`src/env_sc_pkg.sv`:
```
`timescale 1ns / 1ps
`default_nettype none
// ----------------------------------------------------------------------------
// env_sc_pkg
// shared types, codes and helpers of the sensor compensation unit
// ----------------------------------------------------------------------------
package env_sc_pkg;

  localparam logic [1:0] CMD_TEMP   = 2'd0;
  localparam logic [1:0] CMD_PRESS  = 2'd1;
  localparam logic [1:0] CMD_HUM    = 2'd2;
  localparam logic [1:0] CMD_UNUSED = 2'd3;

  localparam logic [2:0] REG_TEMP       = 3'd0;
  localparam logic [2:0] REG_PRESS_LOW  = 3'd1;
  localparam logic [2:0] REG_PRESS_HIGH = 3'd2;
  localparam logic [2:0] REG_PRESS_HUM  = 3'd3;
  localparam logic [2:0] REG_HUM_HIGH   = 3'd4;

  typedef enum logic [5:0] {
    ST_IDLE,
    ST_T0, ST_T1, ST_T2, ST_T3, ST_T4,
    ST_P0, ST_P1, ST_P2, ST_P3, ST_P4, ST_P5, ST_P6, ST_P7, ST_P8,
    ST_P9, ST_P10, ST_P11, ST_PDIV, ST_P13, ST_P14, ST_P15, ST_P16,
    ST_H0, ST_H1, ST_H2, ST_H3, ST_H4, ST_H5, ST_H6, ST_H7, ST_H8, ST_H9,
    ST_DONE
  } state_t;

  typedef struct packed {
    logic        start;
    logic [31:0] dividend;
    logic [31:0] divisor;
  } div_req_t;

  typedef struct packed {
    logic        done;
    logic [31:0] quotient;
  } div_rsp_t;

  // signed divide by 2**k, truncating toward zero
  function automatic logic signed [31:0] sdiv_p2(input logic signed [31:0] x,
                                                 input int unsigned k);
    logic [31:0] bias;
    bias = x[31] ? ~(32'hFFFF_FFFF << k) : 32'd0;
    return (x + $signed(bias)) >>> k;
  endfunction

endpackage
`default_nettype wire

```
`src/env_sc_div.sv`:
```
`timescale 1ns / 1ps
`default_nettype none
// ----------------------------------------------------------------------------
// env_sc_div
// unsigned 32 by 32 restoring divider, one quotient bit per cycle
// ----------------------------------------------------------------------------
module env_sc_div (
  input  wire logic                 clk,
  input  wire logic                 rst,
  input  wire env_sc_pkg::div_req_t req,
  output env_sc_pkg::div_rsp_t      rsp
);

  logic        busy;
  logic        done;
  logic [4:0]  cnt;
  logic [31:0] quo;
  logic [31:0] rem;
  logic [31:0] dvs;
  logic [33:0] diff;

  assign diff = {1'b0, rem, quo[31]} - {2'b00, dvs};

  always_ff @(posedge clk) begin
    if (rst) begin
      busy <= 1'b0;
      done <= 1'b0;
      cnt  <= '0;
    end else begin
      done <= 1'b0;
      if (req.start) begin
        busy <= 1'b1;
        cnt  <= '0;
      end else if (busy) begin
        cnt <= cnt + 5'd1;
        if (cnt == 5'd31) begin
          busy <= 1'b0;
          done <= 1'b1;
        end
      end
    end
  end

  always_ff @(posedge clk) begin
    if (req.start) begin
      quo <= req.dividend;
      rem <= '0;
      dvs <= req.divisor;
    end else if (busy) begin
      if (!diff[33]) begin
        rem <= diff[31:0];
        quo <= {quo[30:0], 1'b1};
      end else begin
        rem <= {rem[30:0], quo[31]};
        quo <= {quo[30:0], 1'b0};
      end
    end
  end

  assign rsp = '{done: done, quotient: quo};

endmodule
`default_nettype wire

```
`src/env_sensor_compensation_unit.sv`:
```
`timescale 1ns / 1ps
`default_nettype none
// ----------------------------------------------------------------------------
// env_sensor_compensation_unit
// integer compensation of temperature, pressure and humidity readings
// ----------------------------------------------------------------------------
// One reading is taken at a time and runs through a small sequencer around a
// single shared 32x32 multiplier. A pressure reading also waits on the
// 32-step bit-serial divider, which it skips when the divisor is zero; an
// unused kind code goes straight to the result. The unit returns to idle after
// each reading before the next is taken. Temperature readings update the stored
// fine temperature used by later pressure and humidity readings. The finished
// result sits in an output register, so a new reading is taken while it waits.
module env_sensor_compensation_unit (
  input  wire logic        clk,
  input  wire logic        rst,
  input  wire logic        s_tvalid,
  output logic             s_tready,
  input  wire logic [23:0] s_tdata,   // raw_value[19:0], zero pad
  input  wire logic [1:0]  s_tuser,   // cmd[1:0]
  output logic             m_tvalid,
  input  wire logic        m_tready,
  output logic [23:0]      m_tdata,   // compensated[17:0], zero pad
  output logic [1:0]       m_tuser,   // kind[1:0]
  input  wire logic        cfg_we,
  input  wire logic [2:0]  cfg_index,
  input  wire logic [63:0] cfg_data
);

  env_sc_pkg::state_t state, state_next;
  env_sc_pkg::div_req_t div_req;
  env_sc_pkg::div_rsp_t div_rsp;

  logic [47:0] temp_coeffs;
  logic [63:0] press_low;
  logic [63:0] press_high;
  logic [47:0] press_hum;
  logic [31:0] hum_high;

  logic signed [31:0] fine;
  logic signed [31:0] r_a, r_b, r_c, r_d, r_e;
  logic [31:0]        r_p;
  logic [19:0]        raw;
  logic [1:0]         kind;
  logic signed [17:0] r_res;

  logic [31:0] mul_a, mul_b, prod;
  logic        out_free;

  logic signed [31:0] t1, t2, t3, p1, p2, p3, p4, p5, p6, p7, p8, p9;
  logic signed [31:0] h1, h2, h3, h4, h5, h6;

  logic signed [31:0] t_res, p_sum, h_v5;
  logic [31:0]        p_fin;

  assign t1 = {16'd0, temp_coeffs[15:0]};
  assign t2 = {{16{temp_coeffs[31]}}, temp_coeffs[31:16]};
  assign t3 = {{16{temp_coeffs[47]}}, temp_coeffs[47:32]};
  assign p1 = {16'd0, press_low[15:0]};
  assign p2 = {{16{press_low[31]}}, press_low[31:16]};
  assign p3 = {{16{press_low[47]}}, press_low[47:32]};
  assign p4 = {{16{press_low[63]}}, press_low[63:48]};
  assign p5 = {{16{press_high[15]}}, press_high[15:0]};
  assign p6 = {{16{press_high[31]}}, press_high[31:16]};
  assign p7 = {{16{press_high[47]}}, press_high[47:32]};
  assign p8 = {{16{press_high[63]}}, press_high[63:48]};
  assign p9 = {{16{press_hum[15]}}, press_hum[15:0]};
  assign h1 = {24'd0, press_hum[23:16]};
  assign h2 = {{16{press_hum[39]}}, press_hum[39:24]};
  assign h3 = {24'd0, press_hum[47:40]};
  assign h4 = {{20{hum_high[11]}}, hum_high[11:0]};
  assign h5 = {{20{hum_high[23]}}, hum_high[23:12]};
  assign h6 = {{24{hum_high[31]}}, hum_high[31:24]};

  assign s_tready = (state == env_sc_pkg::ST_IDLE);
  assign out_free = !m_tvalid || m_tready;
  assign prod     = mul_a * mul_b;

  env_sc_div u_div (
    .clk (clk),
    .rst (rst),
    .req (div_req),
    .rsp (div_rsp)
  );

  // multiplier operand select
  always_comb begin
    mul_a = '0;
    mul_b = '0;
    case (state)
      env_sc_pkg::ST_T0: begin
        mul_a = {15'd0, raw[19:3]} - {t1[30:0], 1'b0};
        mul_b = t2;
      end
      env_sc_pkg::ST_T1: begin
        mul_a = {16'd0, raw[19:4]} - t1;
        mul_b = {16'd0, raw[19:4]} - t1;
      end
      env_sc_pkg::ST_T2: begin
        mul_a = r_b;
        mul_b = t3;
      end
      env_sc_pkg::ST_T4: begin
        mul_a = fine;
        mul_b = 32'd5;
      end
      env_sc_pkg::ST_P1: begin
        mul_a = env_sc_pkg::sdiv_p2(r_a, 2);
        mul_b = env_sc_pkg::sdiv_p2(r_a, 2);
      end
      env_sc_pkg::ST_P2: begin
        mul_a = env_sc_pkg::sdiv_p2(r_b, 11);
        mul_b = p6;
      end
      env_sc_pkg::ST_P3: begin
        mul_a = r_a;
        mul_b = p5;
      end
      env_sc_pkg::ST_P5: begin
        mul_a = env_sc_pkg::sdiv_p2(r_b, 13);
        mul_b = p3;
      end
      env_sc_pkg::ST_P6: begin
        mul_a = r_a;
        mul_b = p2;
      end
      env_sc_pkg::ST_P8: begin
        mul_a = r_a + 32'sd32768;
        mul_b = p1;
      end
      env_sc_pkg::ST_P10: begin
        mul_a = r_p;
        mul_b = 32'd3125;
      end
      env_sc_pkg::ST_P13: begin
        mul_a = {3'd0, r_p[31:3]};
        mul_b = {3'd0, r_p[31:3]};
      end
      env_sc_pkg::ST_P14: begin
        mul_a = r_b;
        mul_b = p9;
      end
      env_sc_pkg::ST_P15: begin
        mul_a = {2'd0, r_p[31:2]};
        mul_b = p8;
      end
      env_sc_pkg::ST_H1: begin
        mul_a = r_a;
        mul_b = h5;
      end
      env_sc_pkg::ST_H3: begin
        mul_a = r_a;
        mul_b = h6;
      end
      env_sc_pkg::ST_H4: begin
        mul_a = r_a;
        mul_b = h3;
      end
      env_sc_pkg::ST_H5: begin
        mul_a = r_c;
        mul_b = r_d + 32'sd32768;
      end
      env_sc_pkg::ST_H6: begin
        mul_a = r_e;
        mul_b = h2;
      end
      env_sc_pkg::ST_H7: begin
        mul_a = r_b;
        mul_b = r_c;
      end
      env_sc_pkg::ST_H8: begin
        mul_a = env_sc_pkg::sdiv_p2(r_d, 15);
        mul_b = env_sc_pkg::sdiv_p2(r_d, 15);
      end
      env_sc_pkg::ST_H9: begin
        mul_a = r_e;
        mul_b = h1;
      end
      default: begin
        mul_a = '0;
        mul_b = '0;
      end
    endcase
  end

  // final-step values before clamping
  assign t_res = env_sc_pkg::sdiv_p2($signed(prod) + 32'sd128, 8);
  assign p_sum = env_sc_pkg::sdiv_p2(r_d + r_e + p7, 4);
  assign p_fin = r_p + p_sum;
  assign h_v5  = r_d - env_sc_pkg::sdiv_p2($signed(prod), 4);

  always_comb begin
    div_req.start    = (state == env_sc_pkg::ST_P11);
    div_req.dividend = r_p[31] ? r_p : {r_p[30:0], 1'b0};
    div_req.divisor  = r_a;
  end

  // next state
  always_comb begin
    state_next = state;
    case (state)
      env_sc_pkg::ST_IDLE: begin
        if (s_tvalid) begin
          case (s_tuser)
            env_sc_pkg::CMD_TEMP:  state_next = env_sc_pkg::ST_T0;
            env_sc_pkg::CMD_PRESS: state_next = env_sc_pkg::ST_P0;
            env_sc_pkg::CMD_HUM:   state_next = env_sc_pkg::ST_H0;
            default:               state_next = env_sc_pkg::ST_DONE;
          endcase
        end
      end
      env_sc_pkg::ST_T0:   state_next = env_sc_pkg::ST_T1;
      env_sc_pkg::ST_T1:   state_next = env_sc_pkg::ST_T2;
      env_sc_pkg::ST_T2:   state_next = env_sc_pkg::ST_T3;
      env_sc_pkg::ST_T3:   state_next = env_sc_pkg::ST_T4;
      env_sc_pkg::ST_T4:   state_next = env_sc_pkg::ST_DONE;
      env_sc_pkg::ST_P0:   state_next = env_sc_pkg::ST_P1;
      env_sc_pkg::ST_P1:   state_next = env_sc_pkg::ST_P2;
      env_sc_pkg::ST_P2:   state_next = env_sc_pkg::ST_P3;
      env_sc_pkg::ST_P3:   state_next = env_sc_pkg::ST_P4;
      env_sc_pkg::ST_P4:   state_next = env_sc_pkg::ST_P5;
      env_sc_pkg::ST_P5:   state_next = env_sc_pkg::ST_P6;
      env_sc_pkg::ST_P6:   state_next = env_sc_pkg::ST_P7;
      env_sc_pkg::ST_P7:   state_next = env_sc_pkg::ST_P8;
      env_sc_pkg::ST_P8:   state_next = env_sc_pkg::ST_P9;
      env_sc_pkg::ST_P9: begin
        state_next = (r_a == 32'sd0) ? env_sc_pkg::ST_DONE : env_sc_pkg::ST_P10;
      end
      env_sc_pkg::ST_P10:  state_next = env_sc_pkg::ST_P11;
      env_sc_pkg::ST_P11:  state_next = env_sc_pkg::ST_PDIV;
      env_sc_pkg::ST_PDIV: begin
        if (div_rsp.done) begin
          state_next = env_sc_pkg::ST_P13;
        end
      end
      env_sc_pkg::ST_P13:  state_next = env_sc_pkg::ST_P14;
      env_sc_pkg::ST_P14:  state_next = env_sc_pkg::ST_P15;
      env_sc_pkg::ST_P15:  state_next = env_sc_pkg::ST_P16;
      env_sc_pkg::ST_P16:  state_next = env_sc_pkg::ST_DONE;
      env_sc_pkg::ST_H0:   state_next = env_sc_pkg::ST_H1;
      env_sc_pkg::ST_H1:   state_next = env_sc_pkg::ST_H2;
      env_sc_pkg::ST_H2:   state_next = env_sc_pkg::ST_H3;
      env_sc_pkg::ST_H3:   state_next = env_sc_pkg::ST_H4;
      env_sc_pkg::ST_H4:   state_next = env_sc_pkg::ST_H5;
      env_sc_pkg::ST_H5:   state_next = env_sc_pkg::ST_H6;
      env_sc_pkg::ST_H6:   state_next = env_sc_pkg::ST_H7;
      env_sc_pkg::ST_H7:   state_next = env_sc_pkg::ST_H8;
      env_sc_pkg::ST_H8:   state_next = env_sc_pkg::ST_H9;
      env_sc_pkg::ST_H9:   state_next = env_sc_pkg::ST_DONE;
      env_sc_pkg::ST_DONE: begin
        if (out_free) begin
          state_next = env_sc_pkg::ST_IDLE;
        end
      end
      default: state_next = env_sc_pkg::ST_IDLE;
    endcase
  end

  // control and configuration
  always_ff @(posedge clk) begin
    if (rst) begin
      state       <= env_sc_pkg::ST_IDLE;
      m_tvalid    <= 1'b0;
      fine        <= '0;
      temp_coeffs <= '0;
      press_low   <= '0;
      press_high  <= '0;
      press_hum   <= '0;
      hum_high    <= '0;
    end else begin
      state <= state_next;
      if (state == env_sc_pkg::ST_DONE && out_free) begin
        m_tvalid <= 1'b1;
      end else if (m_tready) begin
        m_tvalid <= 1'b0;
      end
      if (state == env_sc_pkg::ST_T3) begin
        fine <= r_a + r_b;
      end
      if (cfg_we) begin
        case (cfg_index)
          env_sc_pkg::REG_TEMP:       temp_coeffs <= cfg_data[47:0];
          env_sc_pkg::REG_PRESS_LOW:  press_low   <= cfg_data;
          env_sc_pkg::REG_PRESS_HIGH: press_high  <= cfg_data;
          env_sc_pkg::REG_PRESS_HUM:  press_hum   <= cfg_data[47:0];
          env_sc_pkg::REG_HUM_HIGH:   hum_high    <= cfg_data[31:0];
          default: ;
        endcase
      end
    end
  end

  // datapath
  always_ff @(posedge clk) begin
    if (state == env_sc_pkg::ST_DONE && out_free) begin
      m_tdata <= {6'd0, r_res};
      m_tuser <= kind;
    end
    case (state)
      env_sc_pkg::ST_IDLE: begin
        raw   <= s_tdata[19:0];
        kind  <= s_tuser;
        r_res <= '0;
      end
      env_sc_pkg::ST_T0: r_a <= env_sc_pkg::sdiv_p2($signed(prod), 11);
      env_sc_pkg::ST_T1: r_b <= env_sc_pkg::sdiv_p2($signed(prod), 12);
      env_sc_pkg::ST_T2: r_b <= env_sc_pkg::sdiv_p2($signed(prod), 14);
      env_sc_pkg::ST_T4: begin
        if (t_res < -32'sd4000) begin
          r_res <= -18'sd4000;
        end else if (t_res > 32'sd8500) begin
          r_res <= 18'sd8500;
        end else begin
          r_res <= t_res[17:0];
        end
      end
      env_sc_pkg::ST_P0: r_a <= env_sc_pkg::sdiv_p2(fine, 1) - 32'sd64000;
      env_sc_pkg::ST_P1: r_b <= prod;
      env_sc_pkg::ST_P2: r_c <= prod;
      env_sc_pkg::ST_P3: r_c <= r_c + $signed({prod[30:0], 1'b0});
      env_sc_pkg::ST_P4: r_c <= env_sc_pkg::sdiv_p2(r_c, 2) + $signed({p4[15:0], 16'd0});
      env_sc_pkg::ST_P5: r_d <= env_sc_pkg::sdiv_p2($signed(prod), 3);
      env_sc_pkg::ST_P6: r_e <= env_sc_pkg::sdiv_p2($signed(prod), 1);
      env_sc_pkg::ST_P7: r_a <= env_sc_pkg::sdiv_p2(r_d + r_e, 18);
      env_sc_pkg::ST_P8: r_a <= env_sc_pkg::sdiv_p2($signed(prod), 15);
      env_sc_pkg::ST_P9: begin
        r_res <= 18'sd30000;
        r_p   <= (32'd1048576 - {12'd0, raw}) - env_sc_pkg::sdiv_p2(r_c, 12);
      end
      env_sc_pkg::ST_P10: r_p <= prod;
      env_sc_pkg::ST_PDIV: begin
        if (div_rsp.done) begin
          r_p <= r_p[31] ? {div_rsp.quotient[30:0], 1'b0} : div_rsp.quotient;
        end
      end
      env_sc_pkg::ST_P13: r_b <= {13'd0, prod[31:13]};
      env_sc_pkg::ST_P14: r_d <= env_sc_pkg::sdiv_p2($signed(prod), 12);
      env_sc_pkg::ST_P15: r_e <= env_sc_pkg::sdiv_p2($signed(prod), 13);
      env_sc_pkg::ST_P16: begin
        if (p_fin < 32'd30000) begin
          r_res <= 18'sd30000;
        end else if (p_fin > 32'd110000) begin
          r_res <= 18'sd110000;
        end else begin
          r_res <= p_fin[17:0];
        end
      end
      env_sc_pkg::ST_H0: r_a <= fine - 32'sd76800;
      env_sc_pkg::ST_H1: r_e <= prod;
      env_sc_pkg::ST_H2: begin
        r_b <= env_sc_pkg::sdiv_p2($signed({2'd0, raw[15:0], 14'd0})
                                   - $signed({h4[11:0], 20'd0}) - r_e + 32'sd16384, 15);
      end
      env_sc_pkg::ST_H3: r_c <= env_sc_pkg::sdiv_p2($signed(prod), 10);
      env_sc_pkg::ST_H4: r_d <= env_sc_pkg::sdiv_p2($signed(prod), 11);
      env_sc_pkg::ST_H5: r_e <= env_sc_pkg::sdiv_p2($signed(prod), 10) + 32'sd2097152;
      env_sc_pkg::ST_H6: r_c <= env_sc_pkg::sdiv_p2($signed(prod) + 32'sd8192, 14);
      env_sc_pkg::ST_H7: r_d <= prod;
      env_sc_pkg::ST_H8: r_e <= env_sc_pkg::sdiv_p2($signed(prod), 7);
      env_sc_pkg::ST_H9: begin
        if (h_v5 < 32'sd0) begin
          r_res <= '0;
        end else if (h_v5 > 32'sd419430400) begin
          r_res <= 18'sd102400;
        end else begin
          r_res <= $signed({1'b0, h_v5[28:12]});
        end
      end
      default: ;
    endcase
  end

  // checks
  property p_busy_after_take;
    @(posedge clk) disable iff (rst) (s_tvalid && s_tready) |=> !s_tready;
  endproperty
  a_busy_after_take: assert property (p_busy_after_take)
    else $error("input taken while a reading is in progress");

  property p_press_range;
    @(posedge clk) disable iff (rst)
      (m_tvalid && m_tuser == env_sc_pkg::CMD_PRESS) |->
      ($signed(m_tdata[17:0]) >= 18'sd30000 && $signed(m_tdata[17:0]) <= 18'sd110000);
  endproperty
  a_press_range: assert property (p_press_range)
    else $error("pressure result out of range");

  property p_temp_range;
    @(posedge clk) disable iff (rst)
      (m_tvalid && m_tuser == env_sc_pkg::CMD_TEMP) |->
      ($signed(m_tdata[17:0]) >= -18'sd4000 && $signed(m_tdata[17:0]) <= 18'sd8500);
  endproperty
  a_temp_range: assert property (p_temp_range)
    else $error("temperature result out of range");

  property p_div_leaves;
    @(posedge clk) disable iff (rst)
      (state == env_sc_pkg::ST_PDIV && div_rsp.done) |=> state == env_sc_pkg::ST_P13;
  endproperty
  a_div_leaves: assert property (p_div_leaves)
    else $error("divider result not consumed");

endmodule
`default_nettype wire
```
`config.mk`:
```
export PLATFORM = sky130hd
export DESIGN_NAME = env_sensor_compensation_unit
export DESIGN_NICKNAME = d
export VERILOG_FILES = /design/src/env_sc_pkg.sv /design/src/env_sc_div.sv /design/src/env_sensor_compensation_unit.sv
export SDC_FILE = /design/constraint.sdc
export NUM_CORES = 2
export LEC_CHECK = 0
export BUFFER_PORTS_ARGS = -buffer_cell sky130_fd_sc_hd__buf_4
export CAP_MARGIN = 20
export CELL_PAD_IN_SITES_DETAIL_PLACEMENT = 0
export CELL_PAD_IN_SITES_GLOBAL_PLACEMENT = 1
export CORE_ASPECT_RATIO = 1.5
export CORE_MARGIN = 4
export CORE_UTILIZATION = 45
export CTS_CLUSTER_DIAMETER = 30
export CTS_CLUSTER_SIZE = 40
export DETAILED_ROUTE_END_ITERATION = 8
export PLACE_DENSITY_LB_ADDON = 0.2
export SLEW_MARGIN = 20
export SYNTH_ARGS = -nofsm -noshare
export SYNTH_HDL_FRONTEND = slang
export SYNTH_SLANG_ARGS = --single-unit
```
`constraint.sdc`:
```
create_clock -name clk -period 18.3 [get_ports clk]
set_input_delay 3.66 -clock clk [delete_from_list [all_inputs] [get_ports clk]]
set_output_delay 3.66 -clock clk [all_outputs]
set_load 0.005 [all_outputs]
```
==> metrics <==
status=finished, violations left; failing checks=design-rule violations; final setup vio count=0; register area=16200 sq um; CTS clock-pin slew for the worst setup and hold paths=0.05 ns; Hold Crit Class=flop to flop; Layout area overhead=18.9%; Routed Wire Length=455000 microns; CTS H-tree depth=4; CTS Buf Count=145; Chip Height=507 microns; number of global-route vias before repair=78000; Crit. End Element=flop; grt met2 use=76.3%; CP Data Required Time=18.94 ns; post-route ant nets=0; Reg-to-Reg End=r_res[1]; Startpoint Class=flop; relative slew slack=1.87%; R2R depth=72; Mapped Area=74800 sq um; nets=11000; top-area cell type share of the netlist area=12.7%; hold slack=0.415 ns; WHS Endpoint=m_tdata[7]; met1 usage=52.4%; launching point of the worst reg2reg path=state[4]; CTS tree=yes; Post-synth ARST share=0%; Max Buffers Root-to-Sink=3; Initial Util=45.2%; WP depth=72; Synth area leaders=edfxtp_1 13%, fa_1 11%, ha_1 9.5%; Placeable Area=166000 sq um; port bufs=115; R2R setup slack=0.51 ns; met3 GRT Util=21.9%; Die Wd=341 microns; synth warn=0; routed len/inst=36.9 microns; gr ovfl total=0; fin crit period=17.79 ns; Skew-Pair Late Insertion Delay=0.89 ns; Mapped Avg Cell Area=7.99 sq um; crit path from=state[4]; Synth cell types=112; fmax=56.2 MHz; Pre-antenna DRT Iters=9; pre-CTS setup slack=0.0804 ns; die area=173000 sq um; worst setup path category=flop to flop; area occupied by multi-input gates=54300 sq um; Slew @ Worst Pin=1.46 ns; most used cell, CP=buf_4; post-synthesis cell count=9370; Slowest-stage cell, CP=dfxtp_1; fin. max-slew vios=0; dpl cells=12000; Tcrit/Tclk final=97.2%; worst-path fanout max=16; commonest non-fill, non-tap cells in the layout=1267 x nand2_1, 882 x buf_4, 817 x inv_1; largest area contributor in the netlist=edfxtp_1; WP buf/inv=16; Final HPWL DP=354000 microns; # hold bufs at CTS=0; initial antenna violation count=78; vias per cell=6.65; Filler cells=15800; most used routing layer=met2; Worst Slack Setup Final=0.510 ns; Post-synth top flop=dfxtp_1; Root Buffer=clkbuf_16; slowest stage delay, CP=0.68 ns; residual DRC count=33; Top delay family on crit path=compound AO/OA/AOI/OAI gates; fin util=53.8%; DR vias=82100; Seq/Total Area, Yosys=21.6%; layout cells sized above 1=14.3%; hold path cells=0; Data arrival, critical path=18.43 ns; number of top-level pins=126; Sink Count=650; most common cell after layout, fill and taps aside=nand2_1; largest net degree at the start of global routing=112; Yosys reg bits=650; GRT Resource Usage Total=51.8%; Post-Route Skew=0.146 ns; final hold viol count=0; first-pass GRT wire length=623000 microns; number of synthesized flops with an enable pin=316; DRT iter0 DRCs=11600; Max-Cap Viols=0; num rows=183; hold_sp=r_res[7]; Final Wtd Congestion=1.25; final cell count without fillers=12300
## what timing repair did
action,4_1_cts,5_1_grt
buffers inserted,0,4
resized for setup,0,31
pin swaps,1,6
setup endpoints to repair,1,17
## cells by family (layout without fill, tap and decap cells)
kind of cell / Yosys count / in the layout / share of synthesized area (%)
and+or+nand+nor: 3215 / 3215 / 19.8
AOI/OAI and AO/OA: 2275 / 2275 / 20.0
buffers and inverters: 1351 / 2015 / 6.87
adders and majority gates: 1000 / 1000 / 21.0
xor gates and xnor gates: 794 / 794 / 9.53
DFF: 650 / 650 / 21.6
muxes: 84 / 84 / 1.13
other: 1 / 83 / 0.00501
## final cells by class
class	instances	area share [%]
Sequential cell	650	18.2
Timing Repair Buffer	916	8.11
Antenna cell	77	0.217
Multi-Input combinational cell	7374	61.0
Clock inverter	103	1.59
Tap cell	2220	3.12
Inverter	831	3.50
Clock buffer	165	4.29
## state kept, by name, summed over array words and instances (netlist names), 2 cells and up
name and cells:
temp_coeffs 48, r_c 32, r_res 18, press_low 64, fine 32, press_high 64
m_tuser 2, press_hum 48, r_e 32, r_d 32, m_tdata 18, r_p 32
u_div.cnt 5, r_a 32, u_div.rem 32, raw 20, r_b 32, u_div.dvs 32
kind 2, hum_high 32, state 6, u_div.quo 32
## synth_stat cells, types with 47 or more instances
| library cell | instances |
|---|---|
| mux2i_1 | 82 |
| or3_1 | 61 |
| nor2_1 | 765 |
| a221oi_1 | 90 |
| nand4_1 | 97 |
| ha_1 | 568 |
| fa_1 | 429 |
| nor4_1 | 55 |
| clkbuf_1 | 442 |
| inv_1 | 819 |
| dfxtp_1 | 334 |
| xnor2_1 | 570 |
| a21boi_0 | 50 |
| xor2_1 | 212 |
| nor3_1 | 187 |
| edfxtp_1 | 316 |
| a21oi_1 | 735 |
| and2_1 | 47 |
| o21bai_1 | 49 |
| nand2b_1 | 106 |
| a211oi_1 | 61 |
| a22oi_1 | 167 |
| nand2_1 | 1271 |
| and3_1 | 97 |
| or2_2 | 87 |
| o221ai_1 | 74 |
| nand3_1 | 224 |
| o21a_1 | 74 |
| o21ai_0 | 408 |
| o211ai_1 | 57 |
| nor2b_1 | 83 |
| a21o_1 | 94 |
## worst max path at each step
| stage | end |
|---|---|
| detailed placement | r_res[14] |
| CTS | r_res[14] |
| global route | r_res[8] |
| global placement | r_res[10] |
| finish | r_res[1] |
| floorplan | r_res[10] |
## stage by stage
| stage | area [sq um] | setup TNS, ns |
|---|---|---|
| finish | 89000 | 0 |
| floorplan | 74900 | 0 |
| global placement | 83300 | 0 |
| detailed placement | 83300 | 0 |
| global route | 88800 | -0.0344 |
| CTS | 88500 | 0 |
## metal layers
layer,vias up,routed length [microns]
li1,33900,-
met1,39500,144000
met2,6123,192000
met3,2453,54400
met4,36,64200
met5,-,634
Power is not shown: default switching activity piles up to over one toggle a cycle in this logic, so the estimate is an artifact.
